$ cat config.mk
export PLATFORM = sky130hd
export DESIGN_NAME = priority_sortable_fifo_unit
export DESIGN_NICKNAME = d
export VERILOG_FILES = /design/src/psfq_pkg.sv /design/src/priority_sortable_fifo_unit.sv /design/src/psfq_ram.sv /design/src/psfq_sorter.sv
export SDC_FILE = /design/constraint.sdc
export NUM_CORES = 1
export LEC_CHECK = 0
export BUFFER_PORTS_ARGS = -buffer_cell sky130_fd_sc_hd__buf_4
export CORE_MARGIN = 2
export CORE_UTILIZATION = 40
export CTS_CLUSTER_SIZE = 40
export DETAILED_ROUTE_END_ITERATION = 8
export GPL_TIMING_DRIVEN = 0
export PLACE_DENSITY = 0.56
export SLEW_MARGIN = 20
export SYNTH_ARGS = -nofsm -noshare
export SYNTH_HDL_FRONTEND = slang
export SYNTH_HIERARCHICAL = 1
export SYNTH_SLANG_ARGS = --single-unit
export TNS_END_PERCENT = 100
$ cat constraint.sdc
create_clock -name clk_i -period 21 [get_ports clk_i]
set_input_delay 0 -clock clk_i [delete_from_list [all_inputs] [get_ports clk_i]]
set_output_delay 0 -clock clk_i [all_outputs]
set_load 0.01 [all_outputs]
$ cat src/psfq_pkg.sv
`default_nettype none

package psfq_pkg;

  // queue geometry
  localparam int QUEUE_DEPTH = 16;
  localparam int ADDR_W      = $clog2(QUEUE_DEPTH);
  localparam int CNT_W       = $clog2(QUEUE_DEPTH + 1);

  // field widths
  localparam int DATA_W = 32;
  localparam int OCC_W  = 5;
  localparam int OP_W   = 2;
  localparam int ST_W   = 2;

  // operation codes
  localparam logic [OP_W-1:0] OP_ENQUEUE = 2'd0;
  localparam logic [OP_W-1:0] OP_DEQUEUE = 2'd1;
  localparam logic [OP_W-1:0] OP_SORT    = 2'd2;

  // status codes
  localparam logic [ST_W-1:0] ST_DONE  = 2'd0;
  localparam logic [ST_W-1:0] ST_EMPTY = 2'd1;
  localparam logic [ST_W-1:0] ST_FULL  = 2'd2;

  // one stored entry, priority in the upper half
  typedef struct packed {
    logic signed [DATA_W-1:0] prio;
    logic signed [DATA_W-1:0] data;
  } entry_t;

  localparam int ENTRY_W = $bits(entry_t);

  // request toward the entry memory
  typedef struct packed {
    logic              we;
    logic [ADDR_W-1:0] waddr;
    entry_t            wdata;
    logic [ADDR_W-1:0] raddr;
  } ram_req_t;

  // ring buffer successor of a slot
  function automatic logic [ADDR_W-1:0] next_slot(input logic [ADDR_W-1:0] p);
    logic [ADDR_W-1:0] n;
    n = (p == ADDR_W'(QUEUE_DEPTH - 1)) ? '0 : p + 1'b1;
    return n;
  endfunction

endpackage

`default_nettype wire

$ cat src/priority_sortable_fifo_unit.sv
`default_nettype none

// Bounded queue of (data, priority) entries held in a ring buffer of
// QUEUE_DEPTH places in one single-port-write, registered-read memory.
// Each transaction carries an opcode: enqueue appends at the tail, dequeue
// removes the head, sort reorders the stored entries with an exchange sort
// so priorities end non-increasing from head to tail. Every transaction
// gives exactly one result transaction with status and occupancy.
// Enqueue, rejected operations and sorts of fewer than two entries register
// their result when taken; a dequeue waits in T_DEQ for the registered memory
// read. A sort holds the input until the sequencer is done: for each outer
// position the sequencer reads the entry, then walks every position at one
// memory read and at most one write per cycle, then writes the held entry back.
// A new transaction is taken while the previous result still waits, as long
// as that result leaves in the same cycle.

module priority_sortable_fifo_unit
  import psfq_pkg::*;
(
  input  wire logic        clk_i,
  input  wire logic        rst_ni,
  input  wire logic        s_axis_tvalid,
  output      logic        s_axis_tready,
  input  wire logic [63:0] s_axis_tdata,   // data_in, priority_in
  input  wire logic [1:0]  s_axis_tuser,   // opcode
  output      logic        m_axis_tvalid,
  input  wire logic        m_axis_tready,
  output      logic [71:0] m_axis_tdata,   // out_data, out_priority, occupancy, zero fill
  output      logic [1:0]  m_axis_tuser    // status
);

  typedef enum logic [1:0] {
    T_IDLE,
    T_DEQ,
    T_SORT
  } state_e;

  state_e                   state_q, state_d;
  logic [ADDR_W-1:0]        head_q, head_d, tail_q, tail_d;
  logic [CNT_W-1:0]         count_q, count_d;
  logic                     out_valid_q, out_valid_d;
  logic signed [DATA_W-1:0] out_data_q, out_data_d;
  logic signed [DATA_W-1:0] out_prio_q, out_prio_d;
  logic [ST_W-1:0]          out_st_q, out_st_d;
  logic [OCC_W-1:0]         out_occ_q, out_occ_d;

  logic                     accept;
  logic [OP_W-1:0]          opcode;
  entry_t                   in_entry;
  ram_req_t                 ctrl_req, sort_req, ram_req;
  entry_t                   rdata;
  logic [ENTRY_W-1:0]       rdata_raw;
  logic                     sort_start, sort_done;

  assign opcode        = s_axis_tuser;
  assign in_entry.data = s_axis_tdata[31:0];
  assign in_entry.prio = s_axis_tdata[63:32];

  assign s_axis_tready = (state_q == T_IDLE) && (!out_valid_q || m_axis_tready);
  assign accept        = s_axis_tvalid && s_axis_tready;

  // queue control and result register
  always_comb begin
    state_d     = state_q;
    head_d      = head_q;
    tail_d      = tail_q;
    count_d     = count_q;
    out_valid_d = out_valid_q && !m_axis_tready;
    out_data_d  = out_data_q;
    out_prio_d  = out_prio_q;
    out_st_d    = out_st_q;
    out_occ_d   = out_occ_q;
    ctrl_req    = '0;
    ctrl_req.raddr = head_q;
    sort_start  = 1'b0;
    unique case (state_q)
      T_IDLE: begin
        if (accept) begin
          out_data_d = '0;
          out_prio_d = '0;
          out_st_d   = ST_DONE;
          out_occ_d  = OCC_W'(count_q);
          case (opcode)
            OP_ENQUEUE: begin
              out_valid_d = 1'b1;
              if (count_q == CNT_W'(QUEUE_DEPTH)) begin
                out_st_d = ST_FULL;
              end else begin
                ctrl_req.we    = 1'b1;
                ctrl_req.waddr = tail_q;
                ctrl_req.wdata = in_entry;
                tail_d         = next_slot(tail_q);
                count_d        = count_q + 1'b1;
                out_occ_d      = OCC_W'(count_q + 1'b1);
              end
            end
            OP_DEQUEUE: begin
              if (count_q == '0) begin
                out_valid_d = 1'b1;
                out_st_d    = ST_EMPTY;
              end else begin
                head_d  = next_slot(head_q);
                count_d = count_q - 1'b1;
                state_d = T_DEQ;
              end
            end
            OP_SORT: begin
              if (count_q < CNT_W'(2)) begin
                out_valid_d = 1'b1;
              end else begin
                sort_start = 1'b1;
                state_d    = T_SORT;
              end
            end
            default: out_valid_d = 1'b1;
          endcase
        end
      end
      T_DEQ: begin
        out_valid_d = 1'b1;
        out_data_d  = rdata.data;
        out_prio_d  = rdata.prio;
        out_occ_d   = OCC_W'(count_q);
        state_d     = T_IDLE;
      end
      T_SORT: begin
        if (sort_done) begin
          out_valid_d = 1'b1;
          out_occ_d   = OCC_W'(count_q);
          state_d     = T_IDLE;
        end
      end
      default: state_d = T_IDLE;
    endcase
  end

  // control state and result payload
  always_ff @(posedge clk_i or negedge rst_ni) begin
    if (!rst_ni) begin
      state_q     <= T_IDLE;
      head_q      <= '0;
      tail_q      <= '0;
      count_q     <= '0;
      out_valid_q <= 1'b0;
      out_data_q  <= '0;
      out_prio_q  <= '0;
      out_st_q    <= ST_DONE;
      out_occ_q   <= '0;
    end else begin
      state_q     <= state_d;
      head_q      <= head_d;
      tail_q      <= tail_d;
      count_q     <= count_d;
      out_valid_q <= out_valid_d;
      out_data_q  <= out_data_d;
      out_prio_q  <= out_prio_d;
      out_st_q    <= out_st_d;
      out_occ_q   <= out_occ_d;
    end
  end

  assign m_axis_tvalid = out_valid_q;
  assign m_axis_tdata  = {3'b000, out_occ_q, out_prio_q, out_data_q};
  assign m_axis_tuser  = out_st_q;

  // sort sequencer owns the memory while sorting
  psfq_sorter u_sorter (
    .clk_i   (clk_i),
    .rst_ni  (rst_ni),
    .start_i (sort_start),
    .head_i  (head_q),
    .count_i (count_q),
    .rdata_i (rdata),
    .req_o   (sort_req),
    .done_o  (sort_done)
  );

  assign ram_req = (state_q == T_SORT) ? sort_req : ctrl_req;

  psfq_ram #(
    .WIDTH (ENTRY_W),
    .DEPTH (QUEUE_DEPTH)
  ) u_ram (
    .clk_i   (clk_i),
    .we_i    (ram_req.we),
    .waddr_i (ram_req.waddr),
    .wdata_i (ram_req.wdata),
    .raddr_i (ram_req.raddr),
    .rdata_o (rdata_raw)
  );

  assign rdata = rdata_raw;

  // checks
  logic [ADDR_W:0] tail_sum;
  logic [ADDR_W:0] tail_exp;
  assign tail_sum = {1'b0, head_q} + (ADDR_W + 1)'(count_q);
  assign tail_exp = (tail_sum >= (ADDR_W + 1)'(QUEUE_DEPTH))
                    ? tail_sum - (ADDR_W + 1)'(QUEUE_DEPTH) : tail_sum;

  a_count_bound: assert property (@(posedge clk_i) disable iff (!rst_ni)
    count_q <= CNT_W'(QUEUE_DEPTH))
    else $error("entry count above queue depth");

  a_tail_consistent: assert property (@(posedge clk_i) disable iff (!rst_ni)
    (count_q == CNT_W'(QUEUE_DEPTH)) || (tail_q == tail_exp[ADDR_W-1:0]))
    else $error("tail pointer out of step with head and count");

  a_done_in_sort: assert property (@(posedge clk_i) disable iff (!rst_ni)
    sort_done |-> (state_q == T_SORT))
    else $error("sort finished outside a sort transaction");

  a_deq_result: assert property (@(posedge clk_i) disable iff (!rst_ni)
    (state_q == T_DEQ) |=> out_valid_q)
    else $error("dequeue gave no result");

  a_sort_keeps_queue: assert property (@(posedge clk_i) disable iff (!rst_ni)
    (state_q == T_SORT) |=> $stable(count_q) && $stable(head_q))
    else $error("queue pointers moved during sort");

endmodule

`default_nettype wire

$ cat src/psfq_ram.sv
`default_nettype none

module psfq_ram #(
  parameter int WIDTH = 64,
  parameter int DEPTH = 16
) (
  input  wire logic                     clk_i,
  input  wire logic                     we_i,
  input  wire logic [$clog2(DEPTH)-1:0] waddr_i,
  input  wire logic [WIDTH-1:0]         wdata_i,
  input  wire logic [$clog2(DEPTH)-1:0] raddr_i,
  output      logic [WIDTH-1:0]         rdata_o
);

  logic [WIDTH-1:0] mem_q [DEPTH];
  logic [WIDTH-1:0] rdata_q;

  // one write port, one registered read port
  always_ff @(posedge clk_i) begin
    if (we_i) begin
      mem_q[waddr_i] <= wdata_i;
    end
    rdata_q <= mem_q[raddr_i];
  end

  assign rdata_o = rdata_q;

endmodule

`default_nettype wire

$ cat src/psfq_sorter.sv
`default_nettype none

module psfq_sorter
  import psfq_pkg::*;
(
  input  wire logic              clk_i,
  input  wire logic              rst_ni,
  input  wire logic              start_i,
  input  wire logic [ADDR_W-1:0] head_i,
  input  wire logic [CNT_W-1:0]  count_i,
  input  wire entry_t            rdata_i,
  output      ram_req_t          req_o,
  output      logic              done_o
);

  typedef enum logic [2:0] {
    S_IDLE,
    S_RD_I,
    S_GET_I,
    S_CMP,
    S_WB
  } state_e;

  state_e            state_q, state_d;
  logic [CNT_W-1:0]  i_q, i_d, j_q, j_d;
  logic [ADDR_W-1:0] pi_q, pi_d, pj_q, pj_d;
  entry_t            cur_q, cur_d;
  logic [CNT_W-1:0]  last;
  logic              swap;

  assign last = count_i - 1'b1;

  // entry i is held in cur_q; it never swaps with itself
  assign swap = (j_q != i_q) && (cur_q.prio > rdata_i.prio);

  // exchange sort sequencer, one inner step per cycle
  always_comb begin
    state_d   = state_q;
    i_d       = i_q;
    j_d       = j_q;
    pi_d      = pi_q;
    pj_d      = pj_q;
    cur_d     = cur_q;
    req_o     = '0;
    req_o.raddr = pi_q;
    done_o    = 1'b0;
    unique case (state_q)
      S_IDLE: begin
        if (start_i) begin
          pi_d    = head_i;
          i_d     = '0;
          state_d = S_RD_I;
        end
      end
      S_RD_I: begin
        req_o.raddr = pi_q;
        state_d     = S_GET_I;
      end
      S_GET_I: begin
        cur_d       = rdata_i;
        pj_d        = head_i;
        j_d         = '0;
        req_o.raddr = head_i;
        state_d     = S_CMP;
      end
      S_CMP: begin
        if (swap) begin
          req_o.we    = 1'b1;
          req_o.waddr = pj_q;
          req_o.wdata = cur_q;
          cur_d       = rdata_i;
        end
        req_o.raddr = next_slot(pj_q);
        if (j_q == last) begin
          state_d = S_WB;
        end else begin
          j_d  = j_q + 1'b1;
          pj_d = next_slot(pj_q);
        end
      end
      S_WB: begin
        req_o.we    = 1'b1;
        req_o.waddr = pi_q;
        req_o.wdata = cur_q;
        if (i_q == last) begin
          done_o  = 1'b1;
          state_d = S_IDLE;
        end else begin
          i_d     = i_q + 1'b1;
          pi_d    = next_slot(pi_q);
          state_d = S_RD_I;
        end
      end
      default: state_d = S_IDLE;
    endcase
  end

  // state, walk registers and held entry
  always_ff @(posedge clk_i or negedge rst_ni) begin
    if (!rst_ni) begin
      state_q <= S_IDLE;
      i_q     <= '0;
      j_q     <= '0;
      pi_q    <= '0;
      pj_q    <= '0;
      cur_q   <= '0;
    end else begin
      state_q <= state_d;
      i_q     <= i_d;
      j_q     <= j_d;
      pi_q    <= pi_d;
      pj_q    <= pj_d;
      cur_q   <= cur_d;
    end
  end

endmodule

`default_nettype wire
# Word-level counts from Yosys, hierarchy flattened
# Memories as Yosys holds them, arrays and structs flattened. A register that Yosys moved wholly into a read port is not among the register bits.
# Index checks and enable logic that the tools add are counted.
# W data, S select, Z words.
[totals] regBits=172 latchBits=0 mem_bits_rw=1024 rom_bits=0 inputBits=70 elab_cells=144 memories=1
[classes] addsub=8 multipliers=0 div=0 order_cmp=2 eq_ne=27 shifts=0 mux=61 bitwise_logic=2 reduce_logical=27
[memory_table] name="u_ram.mem_q" words=16 width=64 read_ports=1 rd_clocked_by_memory_dff=1 wr=1 line="psfq_ram.sv:15" source="logic [WIDTH-1:0] mem_q [DEPTH];"
[op_table] cell="$mux W69" count=5
[op_table] cell="$pmux W69 S2" count=1
[op_table] cell="$pmux W32 S2" count=2
[op_table] cell="$pmux W64 S2" count=1
[op_table] cell="$mux W73" count=1
[op_table] cell="$mux W64" count=1
[op_table] cell="$mux W5" count=8
[op_table] cell="$gt A32 B32 Y1" count=1
[op_table] cell="$mux W32" count=1
[op_table] cell="$pmux W5 S2" count=3
[op_table] cell="$mux W4" count=7
[op_table] cell="$pmux W4 S2" count=3
[op_table] cell="$add A4 B1 Y4 const B" count=4
[op_table] cell="$eq A4 B4 Y1 const B" count=4
[op_table] cell="$add A5 B1 Y5 const B" count=3
[op_table] cell="$pmux W3 S5" count=1
[op_table] cell="$pmux W5 S3" count=1
[op_table] cell="$mux W1" count=14
[op_table] cell="$ne A2 B2 Y1 const B" count=6
[op_table] cell="$pmux W2 S2" count=3
[op_table] cell="$reduce_and A4 Y1" count=3
[op_table] cell="$eq A5 B5 Y1" count=2
[op_table] cell="$mux W2" count=5
[op_table] cell="$reduce_and A2 Y1" count=5
[op_table] cell="26 further kinds" count=42

# Logic depth before layout (Yosys ltp)
# Gate-level depths: netlist (run 1).
[logic_depth] depth_word=9 mapped_depth=13 mapped_depth_nobuf=13

# Hierarchy
# Netlist (run 1), hierarchy kept.
[by_module_without_submodules] mod="psfq_ram" n_inst=1 cells_per_inst=1647 area_each_um2=39581.7
[by_module_without_submodules] mod="psfq_sorter" n_inst=1 cells_per_inst=494 area_each_um2=5222.5
[by_module_without_submodules] mod="priority_sortable_fifo_unit" n_inst=1 cells_per_inst=532 area_each_um2=4790.8

# Least setup slack after synthesis (run 1)
# No wires, ideal clock.
[synth_path] path_type="reg2reg" start="register u_ram.rdata_q[42], in the netlist u_ram/rdata_o[42], read port of u_ram.mem_q" end="memory u_ram.mem_q[0][0] (enable)" t_arrival_ps=7073 t_required_ps=20435 setup_slack_ps=13362 path_stages_with_launch=13 path_buffers=0 cell_sequence="dfxtp_1 > inv_1 > ha_1 > a21oi_1 > nand2_1 > a221oi_1 > o211ai_1 > a21oi_1 > o21ai_0 > a22o_1 > mux2_2 > or3b_2 > nor3_1"
[synth_rtl] item="from (decl)" line="psfq_ram.sv:16" source="logic [WIDTH-1:0] rdata_q;"
[synth_rtl] item="to (decl)" line="psfq_ram.sv:15"

==> results of run 1 <==
[power groups by stage]
stage / sequential, W / combinational, W / clock [W]
2_1_floorplan: 0.00320 / 0.00207 / 0
3_3_place_gp: 0.00326 / 0.00308 / 0
3_5_place_dp: 0.00326 / 0.00318 / 0
4_1_cts: 0.00321 / 0.00321 / 0.00232
5_1_grt: 0.00324 / 0.00339 / 0.00242
6_report: 0.00321 / 0.00317 / 0.00227
[cell usage in the layout, fill, tap and decap left out, types with 49 or more instances in the layout]
cell type,count
sky130_fd_sc_hd__a22o_1,71
sky130_fd_sc_hd__and2_1,68
sky130_fd_sc_hd__buf_4,212
sky130_fd_sc_hd__nand2_1,238
sky130_fd_sc_hd__inv_1,50
sky130_fd_sc_hd__mux4_2,256
sky130_fd_sc_hd__mux2_2,73
sky130_fd_sc_hd__dlygate4sd3_1,57
sky130_fd_sc_hd__a22oi_1,128
sky130_fd_sc_hd__o21ai_1,57
sky130_fd_sc_hd__clkbuf_16,139
sky130_fd_sc_hd__ha_1,49
sky130_fd_sc_hd__edfxtp_1,1024
sky130_fd_sc_hd__dfxtp_1,64
sky130_fd_sc_hd__dfrtp_1,172
sky130_fd_sc_hd__clkbuf_1,85
[worst max-delay path, cell delays in order (launching register included)]
cell and delay, ns:
sky130_fd_sc_hd__dfxtp_1 0.53, sky130_fd_sc_hd__inv_1 0.08, sky130_fd_sc_hd__ha_1 0.31, sky130_fd_sc_hd__nand4_1 0.23, sky130_fd_sc_hd__a2111o_1 0.46, sky130_fd_sc_hd__o211ai_1 0.38
sky130_fd_sc_hd__a21oi_1 0.29, sky130_fd_sc_hd__o211ai_1 0.53, sky130_fd_sc_hd__clkbuf_2 0.43, sky130_fd_sc_hd__nand2_1 0.09, sky130_fd_sc_hd__nand2_1 0.14, sky130_fd_sc_hd__or3b_2 0.58
sky130_fd_sc_hd__nor3_2 0.54, sky130_fd_sc_hd__buf_4 0.32, sky130_fd_sc_hd__buf_4 0.19, sky130_fd_sc_hd__buf_4 0.20, sky130_fd_sc_hd__buf_4 0.24
[layout make-up]
cell class	instances	area (µm²)
fillers	10232	63800
clock buffers	179	3730
multi-input cells	1210	12400
diodes	1	2.50
clock inverters	65	495
flip-flops and latches	1260	36300
repair buffers	316	3510
inverters	51	191
plain buffers	154	872
well taps	1637	2050
[stage by stage]
step | instances | hold slack [ns] | setup WS, ns | instance area [µm²]
6_report | 4873 | 0.0193 | 15.12 | 59500
5_1_grt | 4872 | 0.0490 | 15.00 | 59500
4_1_cts | 4855 | 0.00147 | 15.16 | 59400
3_5_place_dp | 4564 | -0.0859 | 15.20 | 54600
3_3_place_gp | 4454 | 0.340 | 5.33 | 52700
2_1_floorplan | 2675 | -0.296 | 13.36 | 49600
[how the worst max path moves through the flow]
stage / to / slack (ns)
detailed placement: u_ram/mem_q[0][30] / 15.20
floorplan: u_ram/mem_q[0][0] / 13.36
CTS: u_ram/mem_q[0][25] / 15.16
global route: u_ram/mem_q[0][25] / 15.00
finish: u_ram/mem_q[0][25] / 15.12
global placement: u_ram/mem_q[12][25] / 5.33
[repair_timing]
action / in CTS / in global routing
hold endpoints to repair: 669 / 154
setup endpoints to repair: 0 / 0
hold buffers: 47 / 11
gates resized for setup: 0 / 0
[layer usage]
metal / share of wire / wire length [µm] / track usage
met5: 0 / 0 / 0
met4: 0.019 / 2510 / 0.0551
met3: 0.057 / 7650 / 0.0333
met2: 0.51 / 68600 / 0.365
met1: 0.42 / 56300 / 0.290
[kinds of logic after synthesis]
logic type                 count (synthesis)  synth area share
muxes                                    341             0.136
DFF                                     1260             0.733
adders and majority gates                 49            0.0124
and+or+nand+nor                          424            0.0404
other                                      1         0.0000756
xor gates and xnor gates                  34           0.00694
AOI/OAI and AO/OA                        359            0.0506
buffers and inverters                    205            0.0213
[flip-flops by register name (all words and copies together) (netlist names)]
signal,count
u_sorter/j_q,5
u_sorter/state_q,3
out_data_q,32
tail_q,4
u_sorter/cur_q,64
u_sorter/pi_q,4
m_axis_tvalid,1
out_occ_q,5
m_axis_tuser,2
u_ram/rdata_o,64
u_sorter/i_q,5
u_ram/mem_q,1024
head_q,4
state_q,2
out_prio_q,32
u_sorter/pj_q,4
count_q,5
==> impl_metrics.env, run 1 <==
export IMPL_status="finished, final reports clean"
export IMPL_yosys_area_top_type="sky130_fd_sc_hd__edfxtp_1"
export IMPL_finalWirelength_mm=135
export IMPL_drt_pass1_iter_count=5
export IMPL_critical_path_required_ns=21.42
export IMPL_overflow=0
export IMPL_cts_htree_levels=4
export IMPL_drc=0
export IMPL_clkSinkCount=1260
export IMPL_synth_async_sr_flop_share=0.137
export IMPL_sequentialPowerShare=0.371
export IMPL_hold_path_endpoint="u_ram/mem_q[12][41]"
export IMPL_num_ports=146
export IMPL_synth_most_common_cell="sky130_fd_sc_hd__edfxtp_1"
export IMPL_globalRouteTotalUtil=0.215
export IMPL_dieArea_um2=127000
export IMPL_internal_power_w=0.00572
export IMPL_cts_tree="yes"
export IMPL_setup_viol=0
export IMPL_hold_viol_final=0
export IMPL_fin_nets=3244
export IMPL_layout_min_cycle_time_ns=5.88
export IMPL_p_switching_w=0.00293
export IMPL_hpwl_dp_mm=91.1
export IMPL_postLayoutCoreUtil=0.483
export IMPL_finalPower_w=0.00865
export IMPL_clock_power_share=0.262
export IMPL_syn_area_cell_um2=18.6
export IMPL_pwrdens_nw_per_um2=145
export IMPL_initial_antenna_violation_count=4
export IMPL_worst_hold_path_class="in2reg"
export IMPL_netlist_area_um2=49600
export IMPL_worstReg2RegStart="u_ram/rdata_o[47]"
export IMPL_synth_yosys_seq_area_share=0.733
export IMPL_rows=129
export IMPL_top_reg_cell_synth="sky130_fd_sc_hd__edfxtp_1"
export IMPL_overall_die_height_um=356
export IMPL_timing_startpoint_of_the_critical_path="u_ram/rdata_o[47]"
export IMPL_most_common_library_cells_after_synthesis="sky130_fd_sc_hd__edfxtp_1, sky130_fd_sc_hd__mux4_2, sky130_fd_sc_hd__nand2_1"
export IMPL_min_delay_src="s_axis_tdata[41]"
export IMPL_vias_per_cell=5.58
export IMPL_unrepaired_setup_endpoints_after_global_routing="no"
export IMPL_post_synth_inst_count=2673
export IMPL_chipWidth_um=356
export IMPL_crit_path_max_fanout=8
export IMPL_synth_lib_cells_used_distinct=66
export IMPL_finalWeightedCongestion=0.828
export IMPL_timing_max_slew_rel_slack=0.194
export IMPL_routed_length_per_instance_um=27.7
export IMPL_final_setup_tns_ns=0
export IMPL_first_global_vias=27887
export IMPL_synth_edff_count=1024
export IMPL_swShare=0.339
export IMPL_end_kind="register"
export IMPL_r2r_slack_ns=15.12
export IMPL_start_kind="register"
export IMPL_postRouteAntennaNets=0
export IMPL_leakagePower_nw=20.9
export IMPL_ctsRootBufferMaster="sky130_fd_sc_hd__clkbuf_16"
export IMPL_initial_core_util=0.402
export IMPL_fmaxAchievable_mhz=170
export IMPL_setup_worst_path_class="reg2reg"
export IMPL_syn2layout_area_growth_pct=20.1
export IMPL_min_path_cells=3
export IMPL_timing_final_crit_share=0.280
export IMPL_drt_first_iter_violations=2823
export IMPL_fp_coreArea_um2=123000
export IMPL_grt_first_pass_wirelength_mm=196
export IMPL_ys_warn_count=6
export IMPL_cts_post_setup_buffers_inserted=0
export IMPL_grt_start_max_net_pins=79
export IMPL_synth_top_area_share=0.620
export IMPL_fin_skew_ns=0.0224
export IMPL_cts_buffer_depth=3
export IMPL_regToRegEndpoint="u_ram/mem_q[0][25]"
export IMPL_power_ir_vdd_worst_mv=0.0968
export IMPL_synth_ff_latch_count=1260
export IMPL_clk_pin_slew_worst_setup_hold_paths_ns=0.06
export IMPL_critical_path_arrival_ns=6.31
export IMPL_finalMaxSlewViolations=0
export IMPL_share_of_cells_above_drive_strength_1=0.281
export IMPL_portBuffers=142
export IMPL_r2r_worst_path_cells=16
export IMPL_logic_gate_share_of_total_power=0.366
export IMPL_detailroute_via_count=27175
export IMPL_numCtsBuffers=132
export IMPL_clock_latency_ns=0.74
export IMPL_synthTopCellsByArea="sky130_fd_sc_hd__edfxtp_1, sky130_fd_sc_hd__mux4_2, sky130_fd_sc_hd__dfrtp_1"
export IMPL_drv_cap=0
export IMPL_worst_slew_pin_transition_ns=1.21
(Power assumes the default switching activity.)
==> inputs of run 2 (changes only) <==
--- a/config.mk
+++ b/config.mk
@@ -11,7 +11,7 @@
 export CTS_CLUSTER_SIZE = 40
 export DETAILED_ROUTE_END_ITERATION = 8
 export GPL_TIMING_DRIVEN = 0
-export PLACE_DENSITY = 0.56
+export PLACE_DENSITY = 0.58
 export SLEW_MARGIN = 20
 export SYNTH_ARGS = -nofsm -noshare
 export SYNTH_HDL_FRONTEND = slang
==> constraint.sdc (replaced) <==
create_clock -name clk_i -period 4.9 [get_ports clk_i]
set_input_delay 0 -clock clk_i [delete_from_list [all_inputs] [get_ports clk_i]]
set_output_delay 0 -clock clk_i [all_outputs]
set_load 0.01 [all_outputs]
==> impl_metrics.env, run 2 (synthesis results as in run 1) <==
export IMPL_r2r_slack_ns=0.04
export IMPL_end_kind="register"
export IMPL_drc=0
export IMPL_routed_length_per_instance_um=27.4
export IMPL_ctsRootBufferMaster="sky130_fd_sc_hd__clkbuf_16"
export IMPL_finalWirelength_mm=134
export IMPL_rows=129
export IMPL_chipWidth_um=356
export IMPL_cts_htree_levels=4
export IMPL_timing_final_crit_share=0.992
export IMPL_hold_viol_final=0
export IMPL_fp_coreArea_um2=123000
export IMPL_critical_path_arrival_ns=5.23
export IMPL_setup_slack_ns=0.0381
export IMPL_setup_worst_path_class="reg2reg"
export IMPL_r2r_worst_path_cells=13
export IMPL_first_global_vias=28086
export IMPL_share_of_cells_above_drive_strength_1=0.284
export IMPL_clk_pin_slew_worst_setup_hold_paths_ns=0.06
export IMPL_drv_cap=0
export IMPL_critical_path_required_ns=5.27
export IMPL_multi_input_comb_area_um2=12400
export IMPL_cts_tree="yes"
export IMPL_initial_antenna_violation_count=8
export IMPL_hpwl_dp_mm=88.9
export IMPL_leakagePower_nw=20.9
export IMPL_syn2layout_area_growth_pct=20.7
export IMPL_portBuffers=142
export IMPL_timing_startpoint_of_the_critical_path="u_ram/rdata_o[39]"
export IMPL_grt_first_pass_wirelength_mm=194
export IMPL_dpl_worst_slack_ns=-0.811
export IMPL_initial_core_util=0.402
export IMPL_grt_start_max_net_pins=87
export IMPL_timing_max_slew_rel_slack=0.228
export IMPL_regToRegEndpoint="u_ram/mem_q[4][45]"
export IMPL_fin_skew_ns=0.0339
export IMPL_dieArea_um2=127000
export IMPL_clkSinkCount=1260
export IMPL_setup_viol=0
export IMPL_num_ports=146
export IMPL_start_kind="register"
export IMPL_postRouteAntennaNets=0
export IMPL_layout_filler_cells=10184
export IMPL_finalMaxSlewViolations=0
export IMPL_fmaxAchievable_mhz=206
export IMPL_finalInstanceArea_um2=59900
export IMPL_cts_buffer_depth=3
export IMPL_globalRouteTotalUtil=0.213
export IMPL_fin_nets=3252
export IMPL_worstReg2RegStart="u_ram/rdata_o[39]"
export IMPL_whs_ns=0.00941
export IMPL_overall_die_height_um=356
export IMPL_worst_hold_path_class="in2reg"
export IMPL_setup_worst_path_end="u_ram/mem_q[4][45]"
export IMPL_pwrdens_nw_per_um2=621
export IMPL_drt_first_iter_violations=2441
export IMPL_largest_register_ffs=1024
export IMPL_finalPower_w=0.0372
export IMPL_finalWeightedCongestion=0.838
export IMPL_layout_min_cycle_time_ns=4.86
export IMPL_clock_latency_ns=0.75
export IMPL_numCtsBuffers=131
export IMPL_most_common_layout_cells="sky130_fd_sc_hd__edfxtp_1, sky130_fd_sc_hd__mux4_2, sky130_fd_sc_hd__nand2_1"
export IMPL_power_ir_vdd_worst_mv=0.345
export IMPL_layout_commonest_cell="sky130_fd_sc_hd__edfxtp_1"
export IMPL_postLayoutCoreUtil=0.485
export IMPL_overflow=0
export IMPL_vias_per_cell=5.56
export IMPL_crit_path_max_fanout=16
export IMPL_status="finished, final reports clean"
export IMPL_detailroute_via_count=27193
export IMPL_placed_area_um2=54600
export IMPL_worst_slew_pin_transition_ns=1.15
export IMPL_largest_register="u_ram/mem_q"
export IMPL_drt_pass1_iter_count=5
export IMPL_seqCellArea_um2=36300
## run 2: cell types whose count changed in the layout (fill, tap and decap cells not counted), sizes merged
cell | previous run | this run
clkdlybuf4s15 | 0 | 1
clkinvlp | 3 | 2
diode | 1 | 11
dlygate4sd3 | 57 | 58
clkbuf | 250 | 253
buf | 342 | 349
clkinv | 48 | 42
inv | 60 | 58
bufinv | 5 | 8
## run 2: timing repair
action	4_1_cts	5_1_grt
buffers inserted	25	5
hold buffers	50	8
setup endpoints to repair	981	293
resized for setup	11	11
pin swaps	12	3
hold endpoints to repair	800	109
## run 2: power by group
group	switching (W)	leakage (nW)	internal, W
combinational	0.00765	6.68	0.00597
sequential	0.000796	12.2	0.0130
clock	0.00408	2.08	0.00569
## run 2: layer usage
layer / global-route usage / share of wire / vias up
met3: 0.0358 / 0.064 / 201
met2: 0.351 / 0.49 / 988
li1: - / - / 11583
met4: 0.0745 / 0.029 / 2
met5: 0 / 0.000089 / -
met1: 0.288 / 0.42 / 14419
## run 2: layout make-up
class                      count  area share
buffer                       153      0.0149
tap                         1637      0.0342
inverter                      51     0.00320
timing repair buffer         326      0.0626
clock inverter                59     0.00943
sequential                  1260       0.607
clock buffer                 182      0.0614
multi-input combinational   1210       0.207
antenna                       11    0.000460
## run 2: worst min path at each step
stage                           from                   to  slack (ns)  depth (start not counted)
global route        s_axis_tdata[56]  u_ram/mem_q[15][56]        0.07                          3
global placement       s_axis_tvalid        m_axis_tvalid        0.34                          3
floorplan                     rst_ni           count_q[0]       -0.30                          0
CTS                 s_axis_tdata[48]   u_ram/mem_q[7][48]       0.006                          3
detailed placement            rst_ni      u_sorter/j_q[3]       -0.20                          1
finish              s_axis_tdata[23]  u_ram/mem_q[14][23]       0.009                          3
## run 2: worst max-delay path: stages (launching register included)
cell                       delay [ns]
sky130_fd_sc_hd__dfxtp_1         0.37
sky130_fd_sc_hd__inv_1           0.06
sky130_fd_sc_hd__ha_1            0.32
sky130_fd_sc_hd__nand2_1         0.06
sky130_fd_sc_hd__o21ai_0         0.33
sky130_fd_sc_hd__a221oi_1        0.15
sky130_fd_sc_hd__o211ai_1        0.68
sky130_fd_sc_hd__a21oi_2         0.15
sky130_fd_sc_hd__o211ai_1        0.32
sky130_fd_sc_hd__clkbuf_2        0.49
sky130_fd_sc_hd__clkbuf_2        0.63
sky130_fd_sc_hd__and2_1          0.22
sky130_fd_sc_hd__nand2_1         0.05
sky130_fd_sc_hd__o21ai_1         0.62
## run 2: through the flow
| step | setup TNS, ns | std cells |
|---|---|---|
| floorplan | -737.43 | 2675 |
| global placement | -6109.44 | 4454 |
| detailed placement | -267.96 | 4545 |
| CTS | 0 | 4860 |
| global route | -0.0219 | 4878 |
| finish | 0 | 4889 |
